**src/rtl/core/xml_json_escape_encoder_unit_assert.svh**
```systemverilog
// Assertion macros used by the escape encoder back end
`ifndef XML_JSON_ESCAPE_ENCODER_UNIT_ASSERT_SVH
`define XML_JSON_ESCAPE_ENCODER_UNIT_ASSERT_SVH

// Same-cycle implication, checked outside reset
`define XJE_ASSERT_NOW(lbl, ante, cons) \
	lbl: assert property (@(posedge clk) disable iff (!arst_n) (ante) |-> (cons)) \
		else $error("escape encoder check failed");

// Next-cycle implication, checked outside reset
`define XJE_ASSERT_NEXT(lbl, ante, cons) \
	lbl: assert property (@(posedge clk) disable iff (!arst_n) (ante) |=> (cons)) \
		else $error("escape encoder check failed");

`endif

```
**src/rtl/core/xje_pkg.sv**
```systemverilog
// Types, character codes and expansion functions of the escape encoder
package xje_pkg;

	localparam int XJE_QUEUE_DEPTH = 4;

	localparam logic [7:0] CH_QUOTE = 8'h22;
	localparam logic [7:0] CH_APOS  = 8'h27;
	localparam logic [7:0] CH_LT    = 8'h3C;
	localparam logic [7:0] CH_GT    = 8'h3E;
	localparam logic [7:0] CH_AMP   = 8'h26;
	localparam logic [7:0] CH_BSL   = 8'h5C;
	localparam logic [7:0] CH_BS    = 8'h08;
	localparam logic [7:0] CH_FF    = 8'h0C;
	localparam logic [7:0] CH_LF    = 8'h0A;
	localparam logic [7:0] CH_CR    = 8'h0D;
	localparam logic [7:0] CH_TAB   = 8'h09;

	// How the byte body of one item expands
	typedef enum logic [2:0] {
		BODY_PLAIN,
		BODY_LT,
		BODY_GT,
		BODY_AMP,
		BODY_QUOT,
		BODY_APOS,
		BODY_BSL
	} body_kind_t;

	// One classified item; for BODY_BSL ch holds the character after the backslash
	typedef struct packed {
		logic [7:0] ch;
		body_kind_t kind;
		logic       open_quote;
		logic       close_quote;
	} esc_desc_t;

	// Number of body bytes, 1 to 6
	function automatic logic [2:0] body_len(input body_kind_t kind);
		logic [2:0] n;
		unique case (kind)
			BODY_PLAIN: n = 3'd1;
			BODY_BSL:   n = 3'd2;
			BODY_LT,
			BODY_GT:    n = 3'd4;
			BODY_AMP:   n = 3'd5;
			BODY_QUOT,
			BODY_APOS:  n = 3'd6;
			default:    n = 3'd1;
		endcase
		return n;
	endfunction

	// Body byte at position idx, first byte in the top of the string
	function automatic logic [7:0] body_byte(input body_kind_t kind, input logic [7:0] ch,
			input logic [2:0] idx);
		logic [47:0] s;
		logic [47:0] sh;
		unique case (kind)
			BODY_LT:   s = {"&lt;", 16'h0};
			BODY_GT:   s = {"&gt;", 16'h0};
			BODY_AMP:  s = {"&amp;", 8'h0};
			BODY_QUOT: s = "&quot;";
			BODY_APOS: s = "&apos;";
			BODY_BSL:  s = {CH_BSL, ch, 32'h0};
			default:   s = {ch, 40'h0};
		endcase
		sh = s << {idx, 3'b000};
		return sh[47:40];
	endfunction

endpackage

```
**src/rtl/core/xml_json_escape_encoder_unit.sv**
```systemverilog
// Path: an input beat accepted into an empty block is registered in the descriptor queue, then in the output register.
// Throughput: one output beat per cycle while m_tready is high; an input expands into 1 to 8 output beats,
// set by its expansion length in the back-end sequencer. Input beats are taken every cycle while the
// descriptor queue (QUEUE_DEPTH entries) has room.
// Reset: queue empty, no output beat valid, JSON quoting selected.
module xml_json_escape_encoder_unit
	import xje_pkg::*;
#(
	parameter int QUEUE_DEPTH = XJE_QUEUE_DEPTH
) (
	input  logic       clk,
	input  logic       arst_n,
	input  logic       cfg_wen,
	input  logic       cfg_wdata,   // json_quoting
	input  logic       s_tvalid,
	output logic       s_tready,
	input  logic [7:0] s_tdata,     // [7:0] in_byte
	input  logic [1:0] s_tuser,     // [0] xml_escape, [1] first_of_string
	input  logic       s_tlast,     // last_of_string
	output logic       m_tvalid,
	input  logic       m_tready,
	output logic [7:0] m_tdata,     // [7:0] out_byte
	output logic       m_tlast      // last_out
);

	esc_desc_t desc;
	esc_desc_t head_data;
	logic      full;
	logic      head_valid;
	logic      pop;
	logic      push;

	// Classify the incoming beat
	xje_front u_front (
		.clk             (clk),
		.arst_n          (arst_n),
		.cfg_wen         (cfg_wen),
		.cfg_wdata       (cfg_wdata),
		.in_byte         (s_tdata),
		.xml_escape      (s_tuser[0]),
		.first_of_string (s_tuser[1]),
		.last_of_string  (s_tlast),
		.desc            (desc)
	);

	assign s_tready = !full;
	assign push     = s_tvalid && !full;

	// Buffer classified beats
	xje_queue #(
		.DEPTH (QUEUE_DEPTH)
	) u_queue (
		.clk        (clk),
		.arst_n     (arst_n),
		.push       (push),
		.push_data  (desc),
		.full       (full),
		.pop        (pop),
		.head_valid (head_valid),
		.head_data  (head_data)
	);

	// Expand into output beats
	xje_back u_back (
		.clk        (clk),
		.arst_n     (arst_n),
		.head_valid (head_valid),
		.head_data  (head_data),
		.pop        (pop),
		.m_tvalid   (m_tvalid),
		.m_tready   (m_tready),
		.m_tdata    (m_tdata),
		.m_tlast    (m_tlast)
	);

endmodule

```
**src/rtl/core/xje_front.sv**
```systemverilog
// Front end: mode register and classification of each input byte
module xje_front
	import xje_pkg::*;
(
	input  logic       clk,
	input  logic       arst_n,
	input  logic       cfg_wen,
	input  logic       cfg_wdata,
	input  logic [7:0] in_byte,
	input  logic       xml_escape,
	input  logic       first_of_string,
	input  logic       last_of_string,
	output esc_desc_t  desc
);

	logic       json_q;
	body_kind_t kind;
	logic [7:0] ch;

	// Hold the quoting mode; set to JSON at reset
	always_ff @(posedge clk or negedge arst_n) begin
		if (!arst_n) begin
			json_q <= 1'b1;
		end else if (cfg_wen) begin
			json_q <= cfg_wdata;
		end
	end

	// Pick the expansion: XML entities first, then backslash escapes in JSON mode
	always_comb begin
		kind = BODY_PLAIN;
		ch   = in_byte;
		if (xml_escape) begin
			unique case (in_byte)
				CH_LT:    kind = BODY_LT;
				CH_GT:    kind = BODY_GT;
				CH_AMP:   kind = BODY_AMP;
				CH_QUOTE: kind = BODY_QUOT;
				CH_APOS:  kind = BODY_APOS;
				default:  kind = BODY_PLAIN;
			endcase
		end
		if (kind == BODY_PLAIN && json_q) begin
			unique case (in_byte)
				CH_QUOTE: begin
					if (!xml_escape) begin
						kind = BODY_BSL;
						ch   = CH_QUOTE;
					end
				end
				CH_BSL: begin
					kind = BODY_BSL;
					ch   = CH_BSL;
				end
				CH_BS: begin
					kind = BODY_BSL;
					ch   = "b";
				end
				CH_FF: begin
					kind = BODY_BSL;
					ch   = "f";
				end
				CH_LF: begin
					kind = BODY_BSL;
					ch   = "n";
				end
				CH_CR: begin
					kind = BODY_BSL;
					ch   = "r";
				end
				CH_TAB: begin
					kind = BODY_BSL;
					ch   = "t";
				end
				default: begin
				end
			endcase
		end
	end

	assign desc.ch          = ch;
	assign desc.kind        = kind;
	assign desc.open_quote  = json_q & first_of_string;
	assign desc.close_quote = json_q & last_of_string;

endmodule

```
**src/rtl/core/xje_queue.sv**
```systemverilog
// Short descriptor queue between front and back end
module xje_queue
	import xje_pkg::*;
#(
	parameter int DEPTH = XJE_QUEUE_DEPTH
) (
	input  logic      clk,
	input  logic      arst_n,
	input  logic      push,
	input  esc_desc_t push_data,
	output logic      full,
	input  logic      pop,
	output logic      head_valid,
	output esc_desc_t head_data
);

	localparam int PTR_W = (DEPTH > 1) ? $clog2(DEPTH) : 1;
	localparam int CNT_W = $clog2(DEPTH + 1);

	esc_desc_t          mem_q [DEPTH];
	logic [PTR_W-1:0]   wr_ptr_q;
	logic [PTR_W-1:0]   rd_ptr_q;
	logic [CNT_W-1:0]   count_q;

	assign full       = (count_q == CNT_W'(DEPTH));
	assign head_valid = (count_q != '0);
	assign head_data  = mem_q[rd_ptr_q];

	// Store pushed descriptors
	always_ff @(posedge clk) begin
		if (push) begin
			mem_q[wr_ptr_q] <= push_data;
		end
	end

	// Advance pointers and occupancy
	always_ff @(posedge clk or negedge arst_n) begin
		if (!arst_n) begin
			wr_ptr_q <= '0;
			rd_ptr_q <= '0;
			count_q  <= '0;
		end else begin
			if (push) begin
				wr_ptr_q <= (wr_ptr_q == PTR_W'(DEPTH - 1)) ? '0 : wr_ptr_q + 1'b1;
			end
			if (pop) begin
				rd_ptr_q <= (rd_ptr_q == PTR_W'(DEPTH - 1)) ? '0 : rd_ptr_q + 1'b1;
			end
			if (push && !pop) begin
				count_q <= count_q + 1'b1;
			end else if (pop && !push) begin
				count_q <= count_q - 1'b1;
			end
		end
	end

endmodule

```
**src/rtl/core/xje_back.sv**
```systemverilog
// Back end: expands the head descriptor into output beats
`include "xml_json_escape_encoder_unit_assert.svh"
module xje_back
	import xje_pkg::*;
(
	input  logic       clk,
	input  logic       arst_n,
	input  logic       head_valid,
	input  esc_desc_t  head_data,
	output logic       pop,
	output logic       m_tvalid,
	input  logic       m_tready,
	output logic [7:0] m_tdata,
	output logic       m_tlast
);

	logic [2:0] pos_q;
	logic       m_tvalid_q;
	logic [7:0] m_tdata_q;
	logic       m_tlast_q;
	logic [3:0] total;
	logic [2:0] last_pos;
	logic [2:0] body_idx;
	logic [2:0] blen;
	logic       is_last;
	logic       load;
	logic [7:0] beat_byte;

	// Work out this beat's byte from the position within the expansion
	always_comb begin
		blen      = body_len(head_data.kind);
		total     = 4'(head_data.open_quote) + 4'(blen) + 4'(head_data.close_quote);
		last_pos  = 3'(total - 4'd1);
		body_idx  = pos_q - 3'(head_data.open_quote);
		is_last   = (pos_q == last_pos);
		if (head_data.open_quote && pos_q == 3'd0) begin
			beat_byte = CH_QUOTE;
		end else if (body_idx < blen) begin
			beat_byte = body_byte(head_data.kind, head_data.ch, body_idx);
		end else begin
			beat_byte = CH_QUOTE;
		end
	end

	assign load = head_valid && (!m_tvalid_q || m_tready);
	assign pop  = load && is_last;

	// Step through the expansion; drop the descriptor after its last beat
	always_ff @(posedge clk or negedge arst_n) begin
		if (!arst_n) begin
			pos_q      <= '0;
			m_tvalid_q <= 1'b0;
		end else begin
			if (load) begin
				pos_q <= is_last ? 3'd0 : pos_q + 3'd1;
			end
			if (load) begin
				m_tvalid_q <= 1'b1;
			end else if (m_tready) begin
				m_tvalid_q <= 1'b0;
			end
		end
	end

	// Output register payload
	always_ff @(posedge clk) begin
		if (load) begin
			m_tdata_q <= beat_byte;
			m_tlast_q <= is_last;
		end
	end

	assign m_tvalid = m_tvalid_q;
	assign m_tdata  = m_tdata_q;
	assign m_tlast  = m_tlast_q;

	`XJE_ASSERT_NOW(a_mid_item_has_head, pos_q != 3'd0, head_valid)
	`XJE_ASSERT_NOW(a_pos_in_range, head_valid, pos_q <= last_pos)
	`XJE_ASSERT_NEXT(a_pos_steps, load && !is_last, pos_q == $past(pos_q) + 3'd1)

endmodule

```
**config.mk**
```make
export PLATFORM = sky130hd
export DESIGN_NAME = xml_json_escape_encoder_unit
export DESIGN_NICKNAME = d
export VERILOG_FILES = /design/src/rtl/core/xje_pkg.sv /design/src/rtl/core/xml_json_escape_encoder_unit.sv /design/src/rtl/core/xje_front.sv /design/src/rtl/core/xje_queue.sv /design/src/rtl/core/xje_back.sv
export VERILOG_INCLUDE_DIRS = /design/src /design/src/rtl/core
export SDC_FILE = /design/constraint.sdc
export NUM_CORES = 1
export LEC_CHECK = 0
export ABC_AREA = 1
export ABC_CLOCK_PERIOD_IN_PS = 3600
export BUFFER_PORTS_ARGS = -buffer_cell sky130_fd_sc_hd__buf_4
export CORE_ASPECT_RATIO = 0.75
export CORE_MARGIN = 8
export CORE_UTILIZATION = 35
export CTS_CLUSTER_DIAMETER = 60
export DETAILED_ROUTE_END_ITERATION = 8
export PLACE_DENSITY = 0.54
export REMOVE_ABC_BUFFERS = 1
export SYNTH_ARGS = -nofsm -noshare
export SYNTH_HDL_FRONTEND = slang
export SYNTH_SLANG_ARGS = --single-unit
```
**constraint.sdc**
```tcl
create_clock -name clk -period 3.6 [get_ports clk]
set_clock_uncertainty 0.15 [all_clocks]
set_input_delay 1.08 -clock clk [delete_from_list [all_inputs] [get_ports clk]]
set_output_delay 1.08 -clock clk [all_outputs]
set_load 0.03 [all_outputs]
```
==> results.tsv <==
stage	metric	value	unit
outcome	status	finished with violations	
outcome	failing checks	negative setup slack	
yosys	Synth async-reset ratio	16.4	%
global_route	GR Overflow Total	0	
cells_and_area	Nets	560	
global_route	vias in the first global route	3319	
timing	Final setup viols	2	
worst_setup_path	r2r worst-path depth	26	
timing	PnR worst setup slack	-0.241	ns
yosys	synthesized area per cell	9.04	um^2
placed_design	Port Buffers	27	
timing	Slew HR	69.9	%
die	site row count	34	
cts	clock tree from TritonCTS	built	
die	die height	109	um
die	die width	140	um
worst_setup_path	crit-path max cell delay	0.46	ns
worst_setup_path	Reg2Reg Launch Point	u_queue.rd_ptr_q[0]	
timing	RSZ-0062 raised after global routing	true	
cts	total CTS buffers	9	
power_and_ir_drop	sequential power share	23.7	%
timing	Max Fclk	0.260	GHz
worst_setup_path	CP endpoint kind	flip-flop	
worst_setup_path	Worst setup SP type	flip-flop	
cts	Clock H-tree levels	3	
power_and_ir_drop	power density over the cells	1080	nW/um^2
yosys	Syn. warnings	0	
yosys	Synth cell types	40	
cells_and_area	Syn-to-layout area delta	28.6	%
worst_setup_path	Worst R2R Setup Slack	-0.24	ns
detailed_routing	routed vias	3304	
cells_and_area	# diodes	0	
cts	CTS sink cnt	73	
power_and_ir_drop	Psw	2.38	mW
die	Starting Density	35.3	%
worst_setup_path	Crit path arrival time	3.91	ns
yosys	Post-Syn Area	4020	um^2
power_and_ir_drop	maximum vdd ir drop	568	uV
cts	Worst-Skew Late Latency	0.33	ns
min_path	Hold WC Path Type	flip-flop to flip-flop	
global_route	initial antenna violation count	0	
global_route	gr usage total	13.1	%
die	Core Area	11400	um^2
job	number of max-cap violations	0	
global_route	largest net degree at the start of global routing	16	
global_route	first-pass GRT wire length	16.0	mm
cells_and_area	layout cell share with drive strength beyond 1	28.4	%
detailed_routing	# DRC	0	
cells_and_area	Post-Route Utilization	45.4	%
worst_setup_path	worst r2r dst	u_queue.count_q[1]	
worst_setup_path	Worst path most repeated cell	inv_2	
timing	worst slew pin tran	0.451	ns
min_path	Hold Path Depth	1	
min_path	hold endpoint	u_queue.count_q[0]	
min_path	Hold Crit Start	u_queue.count_q[0]	
placed_design	dpl hpwl	6.92	mm
timing	crit path time final	3.84	ns
detailed_routing	1st-pass router iterations	6	
power_and_ir_drop	switching share of power	42.7	%
detailed_routing	final wirelength	9.54	mm
die	I/O pin count	28	
timing	final hold vios	0	
cts	clock slew at reported path FFs	0.06	ns
timing	setup TNS	-0.452	ns
detailed_routing	antenna-violating nets left	0	
timing	period utilisation layout	107	%
cts	Clock Path Buffers	2	
yosys	Post-synth top flop	edfxtp_1	
power_and_ir_drop	leakage	2.36	nW
power_and_ir_drop	combinational cell fraction of total power	60.1	%
cts	clock root buffer	clkbuf_16	
yosys	Post-Synthesis Cells	445	
worst_setup_path	crit path kind	flip-flop to flip-flop	
timing	Final Max Slew Viols	0	
power_and_ir_drop	power consumption	5.56	mW
power_and_ir_drop	Clk pwr share	16.2	%
die	die area	15200	um^2
yosys	Yosys reg bits	73	
worst_setup_path	Critical-path top delay cell	dfrtp_2	
worst_setup_path	CP Launch Point	u_queue.rd_ptr_q[0]	
detailed_routing	via/cell ratio	4.89	
power_and_ir_drop	Pint	3.18	mW
cts	hold_buf cts	0	
worst_setup_path	Required @ worst endpoint	3.67	ns
cells_and_area	commonest non-fill, non-tap cells in the layout	110 x nand2_1, 79 x buf_4, 61 x edfxtp_1	
placed_design	GP Congestion	0.842	
detailed_routing	post-DR wirelength/cell	14.1	um
cells_and_area	most common cell after layout, fill and taps aside	nand2_1	
yosys	post-synthesis sequential area ratio	53.0	%
detailed_routing	Starting DRT DRC Count	299	
worst_setup_path	CP max FO	7	
yosys	number of flops mapped to enable cells by yosys	61	
[metrics by stage]
stage	cell area (um^2)	worst slack, ns	hold WS, ns	std cells
6_report	5170	-0.241	0.387	676
3_5_place_dp	4650	-0.441	0.373	645
4_1_cts	5080	-0.301	0.394	671
3_3_place_gp	4650	-0.330	0.387	645
2_1_floorplan	3970	-0.936	0.353	435
5_1_grt	5170	-0.435	0.425	676
[Yosys cell counts, drive strengths merged (3+ instances only)]
cell	number	share of area, %
o21ai	25	3.1
nand2	129	13
nand4	6	0.93
a21oi	23	3.1
xor2	3	0.65
edfxtp	61	46
buf	5	0.84
nor3	7	0.87
or2	3	0.47
a31oi	3	0.62
o22ai	6	0.93
dfrtp	11	6.8
ha	14	4.4
inv	51	4.8
clkbuf	5	0.47
nor2	39	3.6
nand3	36	4.7
[worst max-delay path by stage]
stage	to	slack, ns
floorplan	u_queue.count_q[1]	-0.94
global placement	u_queue.count_q[1]	-0.33
detailed placement	u_queue.count_q[1]	-0.44
CTS	u_queue.count_q[1]	-0.30
global route	u_queue.count_q[1]	-0.44
finish	u_queue.count_q[1]	-0.24
[per-layer routing]
metal	routed length (um)	global-route usage [%]	vias to the layer above
met5	0	0	-
met3	410	2.89	11
met2	4330	21.5	85
met4	109	3.78	0
met1	4680	17.1	1537
li1	-	-	1671
[kinds of logic after synthesis]
| kind of cell | share of synthesized area (%) |
|---|---|
| fa+ha+maj | 5.35 |
| compound gates | 9.30 |
| buf+inv | 6.13 |
| simple gates | 24.8 |
| flops | 53.0 |
| mux | 0.280 |
| xor+xnor | 1.09 |
[state kept, by name, indices dropped and copies added (netlist names), 2 cells and up]
name              count
u_back.m_tdata        8
u_back.pos_q          3
u_queue.count_q       3
u_queue.mem_q        52
u_queue.rd_ptr_q      2
u_queue.wr_ptr_q      2
[worst max-delay path: cells and delay by family, from the launching register on]
kind | cells | cell delay, ns
AOI/OAI and AO/OA | 3 | 0.32
adders and majority gates | 5 | 1.44
buffers and inverters | 7 | 0.49
DFF | 1 | 0.46
and+or+nand+nor | 11 | 0.88
[power by group through the flow]
stage          registers (mW)  logic [mW]  clock network, mW
2_1_floorplan            1.45        1.82                  0
3_3_place_gp             1.32        2.95                  0
3_5_place_dp             1.32        2.97                  0
4_1_cts                  1.32        3.23              0.914
5_1_grt                  1.34        3.79              0.945
6_report                 1.32        3.34              0.899
[layout make-up]
cell class | instances | area (um^2)
well taps | 144 | 180
fillers | 1085 | 6230
clock buffers | 9 | 225
inverters | 51 | 199
clock inverters | 7 | 76.3
multi-input cells | 311 | 1740
flip-flops and latches | 73 | 2130
repair buffers | 81 | 616
[timing repair]
item                       in CTS  in global routing
gates resized for setup        19                 14
buffers inserted               10                  5
setup endpoints to repair       3                  6
pin swaps                      13                 13
No activity file was read; power rests on OpenSTA's default activity.
